===== config.mk =====
export PLATFORM = sky130hd
export DESIGN_NAME = jdm_cell
export DESIGN_NICKNAME = d
export VERILOG_FILES = /design/src/rtl/core/assert_macros.svh /design/src/rtl/core/jdm_pkg.sv /design/src/rtl/core/jdm_cell.sv
export SDC_FILE = /design/constraint.sdc
export NUM_CORES = 1
export LEC_CHECK = 0
export BUFFER_PORTS_ARGS = -buffer_cell sky130_fd_sc_hd__buf_2
export CAP_MARGIN = 20
export CORE_MARGIN = 2
export CORE_UTILIZATION = 40
export DETAILED_ROUTE_END_ITERATION = 10
export PLACE_DENSITY_LB_ADDON = 0.3
export REMOVE_ABC_BUFFERS = 1
export SKIP_CTS_REPAIR_TIMING = 1
export SYNTH_ARGS = -nofsm -noshare
export SYNTH_HDL_FRONTEND = slang
export SYNTH_SLANG_ARGS = --single-unit

===== constraint.sdc =====
create_clock -name aclk -period 9.1 [get_ports aclk]
set_clock_uncertainty 0.1 [all_clocks]
set_input_delay 0.91 -clock aclk [delete_from_list [all_inputs] [get_ports aclk]]
set_output_delay 0.91 -clock aclk [all_outputs]
set_load 0.005 [all_outputs]

===== src/rtl/core/assert_macros.svh =====
// Assertion macros used by the RTL top level.
`ifndef ASSERT_MACROS_SVH
`define ASSERT_MACROS_SVH

// Plain clocked property, disabled while the active-low reset is asserted.
`define JDM_ASSERT(label, clk, rstn, prop) \
    label: assert property (@(posedge clk) disable iff (!rstn) (prop)) \
        else $error("assertion failed");

// Same-cycle implication.
`define JDM_ASSERT_IMPL(label, clk, rstn, ante, cons) \
    label: assert property (@(posedge clk) disable iff (!rstn) (ante) |-> (cons)) \
        else $error("implication failed");

`endif


===== src/rtl/core/jdm_pkg.sv =====
// Shared types and constants of the joystick drive mixer.
`timescale 1ns / 1ps
package jdm_pkg;

    localparam int unsigned GAIN_W  = 11;
    localparam int unsigned AXIS_W  = 11;
    localparam int unsigned SPEED_W = 8;
    localparam int unsigned A_W     = 48;
    localparam int unsigned Q1_W    = 30;
    localparam int unsigned SQ_W    = 22;
    localparam int unsigned N_CELLS = 8;
    localparam logic [SPEED_W-1:0] SPEED_MAX = 8'd255;
    localparam logic [GAIN_W-1:0]  GAIN_RESET = 11'd256;
    localparam logic [0:0] REG_TURN_GAIN = 1'b0;

    typedef enum logic [1:0] {
        DIR_RELEASE  = 2'd0,
        DIR_FORWARD  = 2'd1,
        DIR_BACKWARD = 2'd2
    } dir_t;

    // Per-wheel partial state handed from cell to cell.
    typedef struct packed {
        logic [A_W-1:0]     a;   // (m*|num|)^2 >> 16
        logic [A_W-1:0]     s;   // q^2 * sq
        logic [Q1_W-1:0]    q1;  // q * sq
        logic [SQ_W-1:0]    sq;  // X^2 + Y^2
        logic [SPEED_W-1:0] q;
    } wheel_t;

    typedef struct packed {
        logic brush;
        logic zero;
        logic pos_l;
        logic pos_r;
    } side_t;

endpackage


===== src/rtl/core/jdm_cell.sv =====
// One cell of the quotient chain: settles one bit of a wheel speed.
`timescale 1ns / 1ps
module jdm_cell (
    input  logic            aclk,
    input  logic            en,
    input  logic [2:0]      bit_idx,
    input  jdm_pkg::wheel_t w_in,
    output jdm_pkg::wheel_t w_out
);
    logic [49:0] cand;
    logic        take;
    jdm_pkg::wheel_t w_next, w_reg;

    // (q+b)^2*sq = q^2*sq + 2*b*q*sq + b^2*sq
    assign cand = {2'b0, w_in.s}
                + ({20'd0, w_in.q1} << ({1'b0, bit_idx} + 4'd1))
                + ({28'd0, w_in.sq} << {bit_idx, 1'b0});
    assign take = (cand <= {2'b0, w_in.a});

    always_comb begin
        w_next = w_in;
        if (take) begin
            w_next.s  = cand[47:0];
            w_next.q1 = w_in.q1 + ({8'd0, w_in.sq} << bit_idx);
            w_next.q  = w_in.q | (8'd1 << bit_idx);
        end
    end

    always_ff @(posedge aclk) begin
        if (en) begin
            w_reg <= w_next;
        end
    end

    assign w_out = w_reg;
endmodule


# Yosys cells after proc, flatten, opt, wreduce, memory -nomap -nowiden
# Index checks and enable logic that the tools add are counted.
dict set report word_totals {
  in_bits 161
  reg_bits 156
  output_inout_bits 156
  word_cells 17
}
dict set report op_classes {
  magnitude_cmp 1
  bitwise_logic 1
  shifts 4
  mux 2
  addsub 4
}
# operator n
set op_table {}
lappend op_table {{$mux 78} 1}
lappend op_table {{$add 48x50->50} 1}
lappend op_table {{$add 50x50->50} 1}
lappend op_table {{$le 50x48->1} 1}
lappend op_table {{$shl 22x4->50} 1}
lappend op_table {{$shl 30x4->50} 1}
lappend op_table {{$add 30x30->30} 1}
lappend op_table {{$shl 22x3->30} 1}
lappend op_table {{$mux 8} 1}
lappend op_table {{$or 8x8->8} 1}
lappend op_table {{$shl 1x3->8 const A} 1}
lappend op_table {{$add 3x1->4 const B} 1}

# Longest topological paths before layout
dict set report logic_depth {
  depth_word 6
  mapped_depth 38
  mapped_depth_nobuf 31
}

# Worst setup path after synthesis
# Ideal clock, no wire load.
dict set report synth_timing {
  path_kind {input port to flip-flop}
  from {in bit_idx[0]}
  to {reg w_reg (netlist bit w_out[74]), data pin}
  stages 32
  setup_ns 0.260
  required_ns 8.740
  path_buffers 6
  path_slack_ns -0.097
  arrival_time_ns 8.837
  cell_sequence {buf_2 > buf_1 > clkinv_1 > clkbuf_1 > ha_1 > buf_1 > clkbuf_1 > mux4_2 > mux2_2 > nor2_1 > nor2_1 > fa_1 > ha_1 > nand4_1 > nor2_1 > o311ai_1 > a211oi_1 > nor2_1 > o41ai_4 > a21boi_2 > o31ai_2 > xor2_1 > ha_1 > nand4_1 > nor2_1 > a2111oi_0 > o211ai_1 > a2111oi_0 > a21oi_1 > a31oi_4 > buf_4 > mux2_2}
}
# element line
set synth_lines {}
lappend synth_lines {{start, declared} jdm_cell.sv:6} ;# input logic [2:0] bit_idx,
lappend synth_lines {{end signal, assigned} jdm_cell.sv:31} ;# w_reg <= w_next;
lappend synth_lines {{end, declared} jdm_cell.sv:12} ;# jdm_pkg::wheel_t w_next, w_reg;

==> impl.org <==
** Power
- Sequential group share of total power :: 27.3%
- Cell-internal power :: 2.321 mW
- The analysis attributes to cell leakage a power of 8.105 nW.
- Fraction of power spent switching nets :: 39.66%
- Power per standard cell area :: 219.5 nW/µm²
- IR analysis of the VDD net gives a maximum drop of 165.6 µV.
- Summed over all nets, the switching power comes to 1.526 mW.
- Final Total Pwr :: 3.846 mW
- Clock network power share :: 18.1%
- The share of total power dissipated in combinational logic is 54.6%.

** Finish
- Total area of multi-input combinational cells :: 9403 µm²
- Compared with the post-synthesis result, the final layout area differs by 17.70%.
- Sequential cell area :: 4684 µm²
- Count of nets after finishing :: 2202
- Largest register FFs :: 156
- Fraction of final layout cells with drive strength greater than 1 :: 25.96%
- Finished Core Util :: 47.86%
- Number of fill cells :: 3539

** Worst hold path
- Worst min-delay path endpoint :: w_out[150]
- HP Start :: w_in[150]
- Worst Hold Path Cells :: 1
- The path class of the tightest hold or removal check is in2reg.

** Global route
- The first global-routing pass estimated 70440 µm of wire.
- Across every metal layer, demand over resource in global routing totals 23.67%.
- Total overflow reported by the global router :: 0
- The number of antenna violations at the first check in global routing was 4.
- Entering global routing, the biggest net connects 87 pins.
- The via count of the first global-routing pass was 12370.

** STA
- RSZ-0062 raised after global routing :: false
- Pin slew with the least headroom to its limit :: 929.5 ps
- Endpoints failing hold :: 0
- Achievable Freq :: 118.3 MHz
- Final hold analysis gives a worst-case slack of 542.9 ps.
- Fin. max-slew vios :: 0
- Of the available clock period, the critical path in the final layout requires 92.86%.
- Setup violations remaining at the end of the flow were counted as 0.
- Final critical delay including setup and external delays :: 8450 ps
- Slew HR :: 38.03%

** Die
- Once the floorplan was initialized, standard cells occupied 40.66% of the core.
- The region available for standard cell placement spans 36610 µm².
- The floorplan step defined a die boundary enclosing 38780 µm².
- The die is 196.9 µm wide.
- Count of standard-cell rows :: 70
- I/O pin cnt :: 317
- The floorplan step set the die height to 196.9 µm.

** Detailed routing
- In the routed layout, each cell is associated on average with a via count of 5.529.
- Count of unresolved DRC violations after routing :: 0
- In this run, the number of DRC markers left after iteration 0 of detailed routing was 863.
- Post-route ant nets :: 0
- DRT Wirelength :: 46370 µm
- Summing over every cut layer, the via total after detailed routing is 12980.
- WL per Instance :: 19.76 µm
- Initial DRT Pass Iterations :: 5

** Synthesis
- Counting instances in the post-synthesis netlist gives the leading cell types as 156 x edfxtp_1, 145 x nor2_1, 137 x ha_1.
- Portion of netlist area occupied by mux cells :: 11.55%
- Number of flops mapped to enable cells by yosys :: 156
- Netlist cell types :: 71
- Yosys instantiated no cell more often than edfxtp_1.
- The synthesized netlist devotes 17.97% of its cell area to compound gates.
- Total number of yosys warnings :: 0
- Summing the areas of all and, or, nand and nor instances in the mapped netlist gives 13.14% of the synthesized area.
- After Yosys synthesis, full adders, half adders and majority gates account for 16.62% of the synthesized area.
- Yosys attributes the largest share of cell area to edfxtp_1 31%, ha_1 12%, mux2_2 5.4%.
- A synthesized cell averages 9.422 µm².
- Summed over all instances, the cell type with the most area after synthesis is edfxtp_1.
- The mapped netlist covers 14890 µm².
- Area share of xor/xnor cells in the synthesized design :: 3.824%
- Number of flip-flops and latches in the synthesized netlist :: 156
- The most used flip-flop cell after synthesis is edfxtp_1.
- Post-synthesis sequential area ratio :: 31.47%
- Post-synth ARST share :: 0%
- Cell count after synthesis :: 1580
- The top cell type by area accounts for 31.47% of the synthesized area.
- Largest family of logic cells by synthesized area :: compound AO/OA/AOI/OAI gates

** CTS
- Buffers inserted during clock tree synthesis total 17.
- CTS HTree Levels :: 4
- The clock net in this run drives a total of 156 sinks.
- CTS tree :: done
- Clock input transition at the sequential cells of the worst setup and hold paths :: 70 ps
- The cell sitting at the root of the clock tree is a clkbuf_16.
- No sink is reached through more buffers than the 2 on the longest clock path.

** Worst setup path
- For this design, the slowest cell found on the critical path is mux4_2.
- Delay of the slowest critical-path stage :: 540 ps
- STA classifies the critical path startpoint as a primary input.
- Critical Path Fanout Max :: 52
- The worst setup path is captured at a flop.
- Data arrives at the worst endpoint at 8550 ps.
- Critical Path RT :: 9200 ps
- Total buffers and inverters traversed by the critical path :: 8
- Classification of the worst setup path :: in2reg
- Gate family responsible for the most delay along the worst path :: compound AO/OA/AOI/OAI gates

** Status
- Status :: finished, final reports clean

** Place
- Routability-driven placement finished with a final weighted congestion of 0.9140.
- The HPWL after detailed placement is 37610 µm.
- Number of buffers inserted by port buffering :: 316

** Job
- Max-cap violations :: 0
logic make-up (layout without fill, tap and decap cells):
logic type / count (synthesis) / in the layout
simple gates: 424 / 424
compound gates: 422 / 422
buf+inv: 203 / 499
fa+ha+maj: 175 / 175
flops: 156 / 156
mux: 134 / 134
xor+xnor: 65 / 65
other cells: 1 / 4
through the flow:
step | instances | worst slack [ps] | area, µm² | TNS [ps]
6_report | 2347 | 649.9 | 17520 | 0
5_1_grt | 2346 | 46.92 | 17520 | 0
4_1_cts | 2344 | 732.4 | 17510 | 0
3_5_place_dp | 2315 | 287.2 | 16980 | 0
3_3_place_gp | 2315 | 445.2 | 16980 | 0
2_1_floorplan | 1501 | -1000 | 14550 | -76890
worst max-delay path by stage:
stage,startpoint,end,slack (ps),depth (start not counted)
after floorplan,bit_idx[0],w_out[107],-1000,28
after global placement,bit_idx[1],w_out[36],450,29
after detailed placement,bit_idx[1],w_out[65],290,29
after CTS,bit_idx[1],w_out[36],730,29
after global routing,bit_idx[1],w_out[36],50,32
final,bit_idx[1],w_out[36],650,32
area by class of cell:
type | instances | share of cell area, %
Multi-Input combinational cell | 1221 | 53.66
Antenna cell | 3 | 0.04284
Clock buffer | 19 | 2.471
Inverter | 124 | 2.656
Sequential cell | 156 | 26.74
Clock inverter | 10 | 0.5855
Tap cell | 468 | 3.342
Timing Repair Buffer | 346 | 10.50
power by group through the flow:
| stage | registers (mW) | logic, mW | clock network, mW |
|---|---|---|---|
| global route | 1.06 | 2.33 | 0.737 |
| floorplan | 1.08 | 1.38 | 0 |
| CTS | 1.05 | 2.09 | 0.716 |
| global placement | 1.07 | 2.05 | 0 |
| finish | 1.05 | 2.10 | 0.696 |
| detailed placement | 1.07 | 2.08 | 0 |
cells in the final DEF, fill, tap and decap left out, types with 23 or more instances in the layout:
cell type | Yosys | final
nand2_1 | 108 | 108
inv_1 | 122 | 122
nor3_1 | 35 | 34
buf_2 | 4 | 314
a21oi_1 | 136 | 136
o21ai_0 | 94 | 94
nand4_1 | 29 | 29
xnor2_1 | 48 | 48
mux2i_1 | 39 | 39
mux2_2 | 71 | 71
ha_1 | 137 | 137
fa_1 | 38 | 38
mux4_2 | 23 | 23
a21o_1 | 64 | 64
edfxtp_1 | 156 | 156
buf_4 | 8 | 29
nor2_1 | 145 | 145
nand3_1 | 23 | 23
metal layers:
layer	track usage, %	up-vias	wire length, µm
met5	0	-	27
met4	6.739	4	865
met3	4.209	44	2765
met2	36.98	434	20710
met1	33.63	6145	22000
li1	-	6349	-
(Power assumes the default switching activity.)
